`src/sts_pkg.sv`:
```
// ----------------------------------------------------------------------------
// sts_pkg
// shared types, token codes and keyword patterns of the token scanner
// ----------------------------------------------------------------------------
package sts_pkg;

	localparam int LINE_BITS   = 16;
	localparam int COLUMN_BITS = 12;
	localparam int LEN_BITS    = 12;
	localparam int TYPE_BITS   = 5;
	localparam int NUM_KW      = 8;
	localparam int KW_BYTES    = 6;
	localparam int FIFO_DEPTH  = 8;
	localparam int PTR_BITS    = $clog2(FIFO_DEPTH);

	localparam logic [LINE_BITS-1:0]   LINE_MAX = {LINE_BITS{1'b1}};
	localparam logic [COLUMN_BITS-1:0] COL_MAX  = {COLUMN_BITS{1'b1}};
	localparam logic [LEN_BITS-1:0]    LEN_MAX  = {LEN_BITS{1'b1}};

	// token codes
	localparam logic [TYPE_BITS-1:0] T_KW_FIRST = 5'd0;
	localparam logic [TYPE_BITS-1:0] T_IDENT    = 5'd8;
	localparam logic [TYPE_BITS-1:0] T_PLUS     = 5'd9;
	localparam logic [TYPE_BITS-1:0] T_MINUS    = 5'd10;
	localparam logic [TYPE_BITS-1:0] T_STAR     = 5'd11;
	localparam logic [TYPE_BITS-1:0] T_SLASH    = 5'd12;
	localparam logic [TYPE_BITS-1:0] T_ASSIGN   = 5'd13;
	localparam logic [TYPE_BITS-1:0] T_EQ       = 5'd14;
	localparam logic [TYPE_BITS-1:0] T_NE       = 5'd15;
	localparam logic [TYPE_BITS-1:0] T_LT       = 5'd16;
	localparam logic [TYPE_BITS-1:0] T_GT       = 5'd17;
	localparam logic [TYPE_BITS-1:0] T_LE       = 5'd18;
	localparam logic [TYPE_BITS-1:0] T_GE       = 5'd19;
	localparam logic [TYPE_BITS-1:0] T_LPAREN   = 5'd20;
	localparam logic [TYPE_BITS-1:0] T_RPAREN   = 5'd21;
	localparam logic [TYPE_BITS-1:0] T_LBRACE   = 5'd22;
	localparam logic [TYPE_BITS-1:0] T_RBRACE   = 5'd23;
	localparam logic [TYPE_BITS-1:0] T_ARROW    = 5'd24;
	localparam logic [TYPE_BITS-1:0] T_COMMA    = 5'd25;
	localparam logic [TYPE_BITS-1:0] T_COLON    = 5'd26;
	localparam logic [TYPE_BITS-1:0] T_SEMI     = 5'd27;
	localparam logic [TYPE_BITS-1:0] T_INT      = 5'd28;
	localparam logic [TYPE_BITS-1:0] T_DOUBLE   = 5'd29;

	typedef enum logic [1:0] {
		ST_OK      = 2'd0,
		ST_INVALID = 2'd1,
		ST_DIGIT   = 2'd2,
		ST_EOL     = 2'd3
	} status_t;

	typedef enum logic [3:0] {
		M_IDLE, M_COMMENT, M_MINUS, M_SLASH, M_EQ, M_BANG, M_LT, M_GT,
		M_INT, M_DOT, M_FRAC, M_EXP, M_EXP_WS, M_EXP_SIGN, M_EXP_DIG, M_IDENT
	} mode_t;

	// keywords, first byte in the low byte, zero padded
	localparam logic [8*KW_BYTES-1:0] KW_PAT [NUM_KW] = '{
		48'h0000_0000_6e66,   // fn
		48'h0000_0074_656c,   // let
		48'h0074_736e_6f63,   // const
		48'h0000_0000_7361,   // as
		48'h0065_6c69_6877,   // while
		48'h0000_0000_6669,   // if
		48'h0000_6573_6c65,   // else
		48'h6e72_7574_6572    // return
	};

	typedef struct packed {
		mode_t                  mode;
		logic [8*KW_BYTES-1:0]  kbuf;
		logic [LEN_BITS-1:0]    len;
		logic [COLUMN_BITS-1:0] scol;
		logic [COLUMN_BITS-1:0] ccol;
		logic [LINE_BITS-1:0]   line;
		logic                   halted;
	} scan_st_t;

	typedef struct packed {
		logic [TYPE_BITS-1:0]   token_type;
		logic [LINE_BITS-1:0]   line;
		logic [COLUMN_BITS-1:0] column;
		logic [LEN_BITS-1:0]    length;
		logic [1:0]             status;
		logic                   last_of_run;
	} res_t;

	typedef struct packed {
		scan_st_t   s;
		res_t       r0;
		res_t       r1;
		logic [1:0] n;
	} work_t;

endpackage

```
`src/sts_if.sv`:
```
// ----------------------------------------------------------------------------
// sts_if
// byte channel into the scanner and token channel out of it
// ----------------------------------------------------------------------------
interface sts_in_if;
	logic       valid;
	logic       ready;
	logic [7:0] byte_req;
	logic       end_of_stream;

	modport source (output valid, output byte_req, output end_of_stream, input ready);
	modport sink   (input valid, input byte_req, input end_of_stream, output ready);
endinterface

interface sts_out_if;
	logic        valid;
	logic        ready;
	logic [4:0]  token_type;
	logic [15:0] line;
	logic [11:0] column;
	logic [11:0] length;
	logic [1:0]  status;
	logic        last_of_run;

	modport source (output valid, output token_type, output line, output column,
		output length, output status, output last_of_run, input ready);
	modport sink   (input valid, input token_type, input line, input column,
		input length, input status, input last_of_run, output ready);
endinterface

```
`src/sts_step.sv`:
```
// ----------------------------------------------------------------------------
// sts_step
// one byte of scanning: next state and up to two token items
// ----------------------------------------------------------------------------
module sts_step (
	input  sts_pkg::scan_st_t st,
	input  logic              vld,
	input  logic [7:0]        byte_req,
	input  logic              end_of_stream,
	output sts_pkg::work_t    wo
);
	import sts_pkg::*;

	function automatic logic is_digit(logic [7:0] b);
		return b >= "0" && b <= "9";
	endfunction

	function automatic logic is_letter(logic [7:0] b);
		return (b >= "a" && b <= "z") || (b >= "A" && b <= "Z");
	endfunction

	function automatic logic is_space(logic [7:0] b);
		return b == " " || (b >= 8'd9 && b <= 8'd13);
	endfunction

	function automatic logic [COLUMN_BITS-1:0] here_col(scan_st_t s);
		return (s.ccol == COL_MAX) ? COL_MAX : s.ccol + 1'b1;
	endfunction

	function automatic logic [COLUMN_BITS-1:0] end_col(scan_st_t s);
		logic [24:0] sum;
		sum = 25'(s.scol) + 25'(s.len);
		return (sum > 25'(COL_MAX)) ? COL_MAX : sum[COLUMN_BITS-1:0];
	endfunction

	function automatic work_t emit(work_t w, logic [TYPE_BITS-1:0] ty,
		logic [COLUMN_BITS-1:0] col, logic [LEN_BITS-1:0] len, status_t stat);
		res_t r;
		r.token_type  = ty;
		r.line        = w.s.line;
		r.column      = col;
		r.length      = len;
		r.status      = stat;
		r.last_of_run = 1'b0;
		if (w.n == 2'd0) w.r0 = r;
		else if (w.n == 2'd1) w.r1 = r;
		if (w.n != 2'd2) w.n = w.n + 2'd1;
		return w;
	endfunction

	function automatic work_t emit_tok(work_t w, logic [TYPE_BITS-1:0] ty);
		return emit(w, ty, w.s.scol, w.s.len, ST_OK);
	endfunction

	function automatic work_t fail(work_t w, status_t stat, logic [COLUMN_BITS-1:0] col);
		w = emit(w, T_KW_FIRST, col, '0, stat);
		w.s.halted = 1'b1;
		w.s.mode   = M_IDLE;
		return w;
	endfunction

	function automatic logic [TYPE_BITS-1:0] ident_type(scan_st_t s);
		logic [TYPE_BITS-1:0] ty;
		ty = T_IDENT;
		if (s.len <= LEN_BITS'(KW_BYTES))
			for (int k = NUM_KW - 1; k >= 0; k--)
				if (s.kbuf == KW_PAT[k]) ty = TYPE_BITS'(k);
		return ty;
	endfunction

	function automatic work_t grow(work_t w);
		if (w.s.len != LEN_MAX) w.s.len = w.s.len + 1'b1;
		return w;
	endfunction

	function automatic work_t start(work_t w, mode_t m);
		w.s.mode = m;
		w.s.scol = here_col(w.s);
		w.s.len  = LEN_BITS'(1);
		return w;
	endfunction

	function automatic work_t idle_byte(work_t w, logic [7:0] b);
		logic [TYPE_BITS-1:0] single;
		single = '0;
		case (b)
			"+":     single = T_PLUS;
			"*":     single = T_STAR;
			"(":     single = T_LPAREN;
			")":     single = T_RPAREN;
			"{":     single = T_LBRACE;
			"}":     single = T_RBRACE;
			",":     single = T_COMMA;
			":":     single = T_COLON;
			";":     single = T_SEMI;
			default: single = '0;
		endcase
		if (single != '0) begin
			w = start(w, M_IDLE);
			w = emit_tok(w, single);
		end else if (b == "-") w = start(w, M_MINUS);
		else if (b == "/") w = start(w, M_SLASH);
		else if (b == "=") w = start(w, M_EQ);
		else if (b == "!") w = start(w, M_BANG);
		else if (b == "<") w = start(w, M_LT);
		else if (b == ">") w = start(w, M_GT);
		else if (is_space(b)) begin
		end else if (is_digit(b)) w = start(w, M_INT);
		else if (is_letter(b) || b == "_") begin
			w = start(w, M_IDENT);
			w.s.kbuf = 48'(b);
		end else w = fail(w, ST_INVALID, here_col(w.s));
		return w;
	endfunction

	function automatic work_t redo(work_t w, logic [TYPE_BITS-1:0] ty, logic [7:0] b);
		w = emit_tok(w, ty);
		w.s.mode = M_IDLE;
		return idle_byte(w, b);
	endfunction

	function automatic work_t two_char(work_t w, logic [7:0] b, logic [7:0] want,
		logic [TYPE_BITS-1:0] pair, logic [TYPE_BITS-1:0] lone);
		if (b == want) begin
			w.s.len  = LEN_BITS'(2);
			w        = emit_tok(w, pair);
			w.s.mode = M_IDLE;
		end else w = redo(w, lone, b);
		return w;
	endfunction

	function automatic work_t flush(work_t w);
		case (w.s.mode)
			M_MINUS:             w = emit_tok(w, T_MINUS);
			M_SLASH:             w = emit_tok(w, T_SLASH);
			M_EQ:                w = emit_tok(w, T_ASSIGN);
			M_LT:                w = emit_tok(w, T_LT);
			M_GT:                w = emit_tok(w, T_GT);
			M_BANG:              w = fail(w, ST_INVALID, w.s.scol);
			M_INT:               w = emit_tok(w, T_INT);
			M_DOT:               w = fail(w, ST_DIGIT, here_col(w.s));
			M_FRAC, M_EXP_DIG:   w = emit_tok(w, T_DOUBLE);
			M_EXP, M_EXP_WS:     w = fail(w, ST_EOL, end_col(w.s));
			M_EXP_SIGN:          w = fail(w, ST_DIGIT, here_col(w.s));
			M_IDENT:             w = emit_tok(w, ident_type(w.s));
			default: begin
			end
		endcase
		w.s.mode = M_IDLE;
		return w;
	endfunction

	function automatic work_t line_byte(work_t w, logic [7:0] b);
		case (w.s.mode)
			M_IDLE:    w = idle_byte(w, b);
			M_MINUS:   w = two_char(w, b, ">", T_ARROW, T_MINUS);
			M_EQ:      w = two_char(w, b, "=", T_EQ, T_ASSIGN);
			M_LT:      w = two_char(w, b, "=", T_LE, T_LT);
			M_GT:      w = two_char(w, b, "=", T_GE, T_GT);
			M_SLASH:
				if (b == "/") w.s.mode = M_COMMENT;
				else w = redo(w, T_SLASH, b);
			M_BANG:
				if (b == "=") begin
					w.s.len  = LEN_BITS'(2);
					w        = emit_tok(w, T_NE);
					w.s.mode = M_IDLE;
				end else w = fail(w, ST_INVALID, w.s.scol);
			M_INT:
				if (is_digit(b)) w = grow(w);
				else if (b == ".") begin
					w = grow(w);
					w.s.mode = M_DOT;
				end else w = redo(w, T_INT, b);
			M_DOT:
				if (is_digit(b)) begin
					w = grow(w);
					w.s.mode = M_FRAC;
				end else w = fail(w, ST_DIGIT, here_col(w.s));
			M_FRAC:
				if (is_digit(b)) w = grow(w);
				else if (b == "e" || b == "E") begin
					w = grow(w);
					w.s.mode = M_EXP;
				end else w = redo(w, T_DOUBLE, b);
			M_EXP:
				if (b == "+" || b == "-") begin
					w = grow(w);
					w.s.mode = M_EXP_SIGN;
				end else if (is_digit(b)) begin
					w = grow(w);
					w.s.mode = M_EXP_DIG;
				end else if (is_space(b)) w.s.mode = M_EXP_WS;
				else w = fail(w, ST_DIGIT, here_col(w.s));
			M_EXP_WS:
				if (!is_space(b)) w = fail(w, ST_DIGIT, end_col(w.s));
			M_EXP_SIGN:
				if (is_digit(b)) begin
					w = grow(w);
					w.s.mode = M_EXP_DIG;
				end else w = fail(w, ST_DIGIT, here_col(w.s));
			M_EXP_DIG:
				if (is_digit(b)) w = grow(w);
				else w = redo(w, T_DOUBLE, b);
			M_IDENT:
				if (is_letter(b) || is_digit(b) || b == "_") begin
					if (w.s.len < LEN_BITS'(KW_BYTES))
						w.s.kbuf[8*w.s.len[2:0] +: 8] = b;
					w = grow(w);
				end else w = redo(w, ident_type(w.s), b);
			default: begin
			end
		endcase
		return w;
	endfunction

	always_comb begin
		wo   = '0;
		wo.s = st;
		if (vld && !st.halted) begin
			if (byte_req == 8'd10) begin
				wo = flush(wo);
				if (!wo.s.halted) begin
					if (wo.s.line != LINE_MAX) wo.s.line = wo.s.line + 1'b1;
					wo.s.ccol = '0;
				end
			end else begin
				wo = line_byte(wo, byte_req);
				if (wo.s.ccol != COL_MAX) wo.s.ccol = wo.s.ccol + 1'b1;
			end
			if (end_of_stream && !wo.s.halted) wo = flush(wo);
			// mark the final item caused by this byte
			if (wo.n == 2'd1) wo.r0.last_of_run = 1'b1;
			if (wo.n == 2'd2) wo.r1.last_of_run = 1'b1;
		end
	end

endmodule

```
`src/source_token_scanner.sv`:
```
// path: a byte accepted goes into the input register and is scanned from there; its token
//   items are written into the token queue, which offers them on the token channel
// throughput: one byte per cycle, while the token channel is ready and bytes average at most one token each
// an 8-entry token queue absorbs bytes that cause two tokens; bytes are held
//   off when the queue could not take two more from each byte in flight
// reset: scanner idle between tokens, line 1, column 0, queue empty
// ----------------------------------------------------------------------------
// source_token_scanner
// streaming lexer: bytes in, one token item per lexeme out
// ----------------------------------------------------------------------------
module source_token_scanner (
	input  logic      clk,
	input  logic      arst_n,
	sts_in_if.sink    src_ch,
	sts_out_if.source tok_ch
);
	import sts_pkg::*;

	// input register
	logic       v_s1;
	logic [7:0] byte_s1;
	logic       eos_s1;

	// scanner state
	scan_st_t st_q;
	work_t    step_w;

	// token queue
	res_t                fifo_q [FIFO_DEPTH];
	logic [PTR_BITS-1:0] wr_ptr_q;
	logic [PTR_BITS-1:0] rd_ptr_q;
	logic [PTR_BITS:0]   cnt_q;
	logic                pop;
	logic [PTR_BITS+1:0] room_need;

	// room for two items from the byte in the input register and two more
	assign room_need    = {1'b0, cnt_q} + (v_s1 ? (PTR_BITS+2)'(4) : (PTR_BITS+2)'(2));
	assign src_ch.ready = room_need <= (PTR_BITS+2)'(FIFO_DEPTH);

	always_ff @(posedge clk or negedge arst_n) begin
		if (!arst_n) begin
			v_s1 <= 1'b0;
		end else begin
			v_s1 <= src_ch.valid && src_ch.ready;
		end
	end

	// payload needs no reset
	always_ff @(posedge clk) begin
		if (src_ch.valid && src_ch.ready) begin
			byte_s1 <= src_ch.byte_req;
			eos_s1  <= src_ch.end_of_stream;
		end
	end

	sts_step u_step (
		.st            (st_q),
		.vld           (v_s1),
		.byte_req      (byte_s1),
		.end_of_stream (eos_s1),
		.wo            (step_w)
	);

	always_ff @(posedge clk or negedge arst_n) begin
		if (!arst_n) begin
			st_q.mode   <= M_IDLE;
			st_q.kbuf   <= '0;
			st_q.len    <= '0;
			st_q.scol   <= '0;
			st_q.ccol   <= '0;
			st_q.line   <= LINE_BITS'(1);
			st_q.halted <= 1'b0;
		end else if (v_s1) begin
			st_q <= step_w.s;
		end
	end

	// queue: up to two writes, one read a cycle
	assign pop = tok_ch.valid && tok_ch.ready;

	always_ff @(posedge clk) begin
		if (v_s1 && step_w.n != 2'd0) fifo_q[wr_ptr_q] <= step_w.r0;
		if (v_s1 && step_w.n == 2'd2) fifo_q[wr_ptr_q + 1'b1] <= step_w.r1;
	end

	always_ff @(posedge clk or negedge arst_n) begin
		if (!arst_n) begin
			wr_ptr_q <= '0;
			rd_ptr_q <= '0;
			cnt_q    <= '0;
		end else begin
			if (v_s1) wr_ptr_q <= wr_ptr_q + PTR_BITS'(step_w.n);
			if (pop) rd_ptr_q <= rd_ptr_q + 1'b1;
			cnt_q <= cnt_q + (v_s1 ? (PTR_BITS+1)'(step_w.n) : '0)
				- (PTR_BITS+1)'(pop);
		end
	end

	assign tok_ch.valid       = cnt_q != '0;
	assign tok_ch.token_type  = fifo_q[rd_ptr_q].token_type;
	assign tok_ch.line        = fifo_q[rd_ptr_q].line;
	assign tok_ch.column      = fifo_q[rd_ptr_q].column;
	assign tok_ch.length      = fifo_q[rd_ptr_q].length;
	assign tok_ch.status      = fifo_q[rd_ptr_q].status;
	assign tok_ch.last_of_run = fifo_q[rd_ptr_q].last_of_run;

`ifndef ASSERT_OFF
	a_no_overflow: assert property (@(posedge clk) disable iff (!arst_n)
		v_s1 |-> ({1'b0, cnt_q} + (PTR_BITS+2)'(step_w.n) <= (PTR_BITS+2)'(FIFO_DEPTH)))
		else $error("token queue overflow");
	a_halt_sticks: assert property (@(posedge clk) disable iff (!arst_n)
		st_q.halted |=> st_q.halted)
		else $error("scanner left halt without reset");
	a_halt_silent: assert property (@(posedge clk) disable iff (!arst_n)
		(v_s1 && st_q.halted) |-> step_w.n == 2'd0)
		else $error("token item produced while halted");
	a_error_halts: assert property (@(posedge clk) disable iff (!arst_n)
		(v_s1 && step_w.n != 2'd0 && step_w.r0.status != ST_OK) |-> step_w.s.halted)
		else $error("error item without halt");
`endif

endmodule
```
`src/flat_wrapper.sv`:
```
// flat-port wrapper written by rule: the top's interface ports become plain ports
module source_token_scanner_flat import sts_pkg::*;
  (clk, arst_n, src_ch_valid, src_ch_byte_req, src_ch_end_of_stream, src_ch_ready, tok_ch_valid, tok_ch_token_type, tok_ch_line, tok_ch_column, tok_ch_length, tok_ch_status, tok_ch_last_of_run, tok_ch_ready);
  sts_in_if src_ch_i ();
  sts_out_if tok_ch_i ();
  input  logic clk;
  input  logic arst_n;
  input wire logic [$bits(src_ch_i.valid)-1:0] src_ch_valid;
  input wire logic [$bits(src_ch_i.byte_req)-1:0] src_ch_byte_req;
  input wire logic [$bits(src_ch_i.end_of_stream)-1:0] src_ch_end_of_stream;
  output wire logic [$bits(src_ch_i.ready)-1:0] src_ch_ready;
  output wire logic [$bits(tok_ch_i.valid)-1:0] tok_ch_valid;
  output wire logic [$bits(tok_ch_i.token_type)-1:0] tok_ch_token_type;
  output wire logic [$bits(tok_ch_i.line)-1:0] tok_ch_line;
  output wire logic [$bits(tok_ch_i.column)-1:0] tok_ch_column;
  output wire logic [$bits(tok_ch_i.length)-1:0] tok_ch_length;
  output wire logic [$bits(tok_ch_i.status)-1:0] tok_ch_status;
  output wire logic [$bits(tok_ch_i.last_of_run)-1:0] tok_ch_last_of_run;
  input wire logic [$bits(tok_ch_i.ready)-1:0] tok_ch_ready;
  assign src_ch_i.valid = src_ch_valid;
  assign src_ch_i.byte_req = src_ch_byte_req;
  assign src_ch_i.end_of_stream = src_ch_end_of_stream;
  assign src_ch_ready = src_ch_i.ready;
  assign tok_ch_valid = tok_ch_i.valid;
  assign tok_ch_token_type = tok_ch_i.token_type;
  assign tok_ch_line = tok_ch_i.line;
  assign tok_ch_column = tok_ch_i.column;
  assign tok_ch_length = tok_ch_i.length;
  assign tok_ch_status = tok_ch_i.status;
  assign tok_ch_last_of_run = tok_ch_i.last_of_run;
  assign tok_ch_i.ready = tok_ch_ready;
  source_token_scanner u_core (.clk(clk), .arst_n(arst_n), .src_ch(src_ch_i), .tok_ch(tok_ch_i));
endmodule
```
`config.mk`:
```
export PLATFORM = sky130hd
export DESIGN_NAME = source_token_scanner_flat
export DESIGN_NICKNAME = d
export VERILOG_FILES = /design/src/sts_pkg.sv /design/src/sts_if.sv /design/src/sts_step.sv /design/src/source_token_scanner.sv /design/src/flat_wrapper.sv
export SDC_FILE = /design/constraint.sdc
export NUM_CORES = 2
export LEC_CHECK = 0
export CAP_MARGIN = 40
export CORE_ASPECT_RATIO = 0.9
export CORE_MARGIN = 2
export CORE_UTILIZATION = 45
export CTS_CLUSTER_SIZE = 40
export DETAILED_ROUTE_END_ITERATION = 10
export DONT_BUFFER_PORTS = 1
export PLACE_DENSITY = 0.68
export SLEW_MARGIN = 20
export SYNTH_ARGS = -nofsm -noshare
export SYNTH_HDL_FRONTEND = slang
export SYNTH_HIERARCHICAL = 1
export SYNTH_SLANG_ARGS = --single-unit
```
`constraint.sdc`:
```
create_clock -name clk -period 8.6 [get_ports clk]
set_input_delay 1.29 -clock clk [delete_from_list [all_inputs] [get_ports clk]]
set_output_delay 1.29 -clock clk [all_outputs]
set_load 0.02 [all_outputs]
```
==> results.toml <==
[routing]
routed_via_density = 6.89
num_vias = 31600
drc = 0
drtPass1Iterations = 7
route.final.wire_length_um = 132000
ant_nets = 0
wl_per_cell_um = 28.9
drtIter0Drc = 4698

[clock_network]
htreeDepth = 2
cts.repair.resized = 0
cts_tree = "yes"
clock_latency_ns = 0.66
numCtsBuffers = 57
clk_pin_slew_worst_paths_ns = 0.07
ctsHoldBuffers = 0
clkSinkCount = 509
cts_setup_buffers = 0
cts_max_path_buffers = 3
cts_root_buffer = "clkbuf_16"

[floorplan]
die_x_um = 306
dieArea_um2 = 84200
pin_count = 63
fp-row-count = 99
die_h_um = 276
coreArea_um2 = 81100
start_util_pct = 45.4

[sta]
drv_slew = 0
setup_viol = 0
max_freq_mhz = 137
timing_worst_slew_pin_value_ns = 1.01
finalHoldViolCount = 0
fin_setup_tns_ns = 0
fin_crit_sh_pct = 85.2
skew_ns = 0.0461
max-slew-margin-rel_pct = 32.7
rsz0062_at_grt = "no"
period_needed_ns = 7.32

[placed_design]
gp_congestion = 1.05
hpwl_um = 92300
port-buffer-count = 0

[power_and_ir_drop]
peakVddDrop_mv = 0.586
power.switching_mw = 5.54
intPower_mw = 6.06
p_leak_nw = 15.1
p_per_area_nw_per_um2 = 287
pwr-share-seq_pct = 26.7
swShare_pct = 47.8
combPwrFrac_pct = 53.1
clkPwrFrac_pct = 20.2

[cells_and_area]
seq_area_um2 = 14700
final_nets = 3541
fin_util_pct = 49.8
drive_gt1_share_pct = 24.8
fillCellCount = 7227
multi_input_area_um2 = 20900
diodes = 0
area_delta_synth_final_pct = 9.59

[synthesis]
syn_area_per_cell_um2 = 10.5
synth-seq-cells = 509
ys.flop_type = "edfxtp_1"
syn_nets = 3588
yosysSeqAreaShare_pct = 39.9
async_flop_share_pct = 22.8
synth_area_um2 = 36900
ys.warnings.count = 6
synthDistinctLibCells = 115
netlist_instances = 3524
synth-edff-count = 393

[setup_path]
critical_path.max_fanout = 25
crit_required_ns = 8.97
start_kind = "register"
worstPathArrival_ns = 7.69
rrSetupSlack_ns = 1.28
worst-setup-path-type = "register to register"
worst_setup_path_end_kind = "register"

[job]
cap_violations = 0

[global_routing]
track_usage_pct = 30.8
overflow = 0
grt_pass1_vias = 29500
grt_max_degree = 117
grt_first_pass_wirelength_um = 197000
antenna_found_initial = 0

[min_path]
hold_class = "input pin to asynchronous set/reset pin"

[run_status]
status = "completed"
==> registers in the layout (all words and copies together) (netlist names) <==
name,flops
u_core/v_s1,1
u_core/eos_s1,1
u_core/cnt_q,4
u_core/byte_s1,8
u_core/rd_ptr_q,3
u_core/fifo_q,384
u_core/st_q,105
u_core/wr_ptr_q,3
==> layout make-up <==
type | count | area share (%)
clock inverter | 38 | 0.784
clock buffer | 65 | 3.61
timing repair buffer | 157 | 3.49
multi-input combinational | 2688 | 51.8
sequential | 509 | 36.4
inverter | 64 | 0.595
tap | 1060 | 3.28
==> layer usage <==
metal / wire [um] / share of wire [%] / vias up / global-route usage, %
li1: - / - / 13600 / -
met1: 53800 / 41 / 15600 / 43.4
met2: 57400 / 43 / 2051 / 46.5
met3: 16400 / 12 / 346 / 8.11
met4: 4580 / 3.5 / 0 / 9.49
met5: 0 / 0 / - / 0
==> worst paths after layout <==
kind                                        startpoint                              to  depth (start not counted)
max                        u_core/byte_s1[5]$_DFFE_PP_  u_core/fifo_q[5][17]$_DFFE_PP_                         18
min                                             arst_n     u_core/st_q[49]$_DFFE_PN0P_                          0
max reg2reg                u_core/byte_s1[5]$_DFFE_PP_  u_core/fifo_q[5][17]$_DFFE_PP_                         18
min reg2reg                u_core/st_q[68]$_DFFE_PN0P_     u_core/st_q[68]$_DFFE_PN0P_                          1
max in group asynchronous                       arst_n      u_core/st_q[1]$_DFFE_PN1P_                          0
min in group clk           u_core/st_q[68]$_DFFE_PN0P_     u_core/st_q[68]$_DFFE_PN0P_                          1
==> per-stage QoR <==
step | worst slack, ns | hold slack, ns | instances | power (mW) | instance area, um2
4_1_cts | 1.51 | 0.326 | 4574 | 11.4 | 40300
6_report | 1.28 | 0.365 | 4581 | 11.6 | 40400
3_5_place_dp | 1.55 | 0.516 | 4471 | 9.02 | 38600
3_3_place_gp | 1.62 | 0.508 | 4449 | 8.96 | 38300
5_1_grt | 0.792 | 0.345 | 4581 | 12.1 | 40400
2_1_floorplan | 1.64 | 0.479 | 3524 | 6.94 | 36900
==> cells by family after synthesis <==
| logic type | Yosys count | synth area share, % |
|---|---|---|
| xor gates and xnor gates | 51 | 1.25 |
| DFF | 509 | 39.9 |
| and+or+nand+nor | 1050 | 14.4 |
| muxes | 661 | 23.1 |
| AOI/OAI and AO/OA | 875 | 15.7 |
| buffers and inverters | 327 | 3.90 |
| adders and majority gates | 51 | 1.81 |
==> cell usage after synthesis, types with 21 or more instances <==
cell      number  share of area (%)
o21ai_0      219                3.0
inv_1         63               0.64
or3_1         29               0.49
nor2_1       254                2.6
and3_1        40               0.68
xnor2_1       32               0.76
mux4_2        96                5.9
a211oi_1      30               0.61
nand3_1       80                1.1
mux2_2       454                 14
ha_1          47                1.6
or4_1         22               0.45
nand4_1       35               0.59
clkbuf_1     166                1.7
nand2b_1      25               0.42
nor2b_1       21               0.36
dfrtp_1      115                7.8
o211ai_1      35               0.71
a22oi_1       45               0.92
edfxtp_1     393                 32
a31oi_1       44               0.75
a21oi_1      181                2.5
o22ai_1       26               0.44
mux2_1        93                2.8
nor3_1        83                1.1
a21o_1        30               0.61
and2_1        39               0.66
nor4_1        32               0.54
nand2_1      290                3.0
buf_2         66               0.90
o31ai_1       21               0.43
==> power groups by stage <==
stage | Clock, mW | Sequential, mW | Combinational [mW]
floorplan | 0 | 2.87 | 4.07
global placement | 0 | 3.12 | 5.84
detailed placement | 0 | 3.13 | 5.89
CTS | 2.38 | 3.08 | 5.92
global route | 2.47 | 3.11 | 6.46
finish | 2.34 | 3.10 | 6.16
==> critical path, cell delays in order, from the launching register on <==
cell and delay (ns):
edfxtp_1 0.86, nand4bb_1 0.50, or3_1 0.70, and3_1 0.35
nand2_1 0.14, o31a_1 0.45, o2111ai_1 0.19, a211oi_1 0.53
nor2_1 0.07, o21ai_0 0.42, inv_1 0.12, ha_1 0.33
and2_1 0.20, or4_1 0.43, a41o_1 0.38, or2_2 0.42
o21ai_0 0.19, a41oi_1 0.33, mux2_2 0.42
==> placed cells by master (no fill, tap or decap), types with 29 or more instances in the layout <==
cell type / n
mux2_1: 93
clkbuf_16: 57
nor4_1: 30
a211oi_1: 29
buf_4: 121
dfrtp_1: 111
a31oi_1: 44
a21oi_1: 181
nand3_1: 80
mux2_2: 454
and3_1: 40
or3_1: 29
nor3_1: 83
a22oi_1: 45
nor2_1: 253
nand2_1: 285
ha_1: 47
xnor2_1: 32
edfxtp_1: 393
nand4_1: 35
o211ai_1: 35
a21o_1: 30
and2_1: 39
mux4_2: 96
inv_1: 63
o21ai_0: 219
Power figures use the tool's default switching activity.
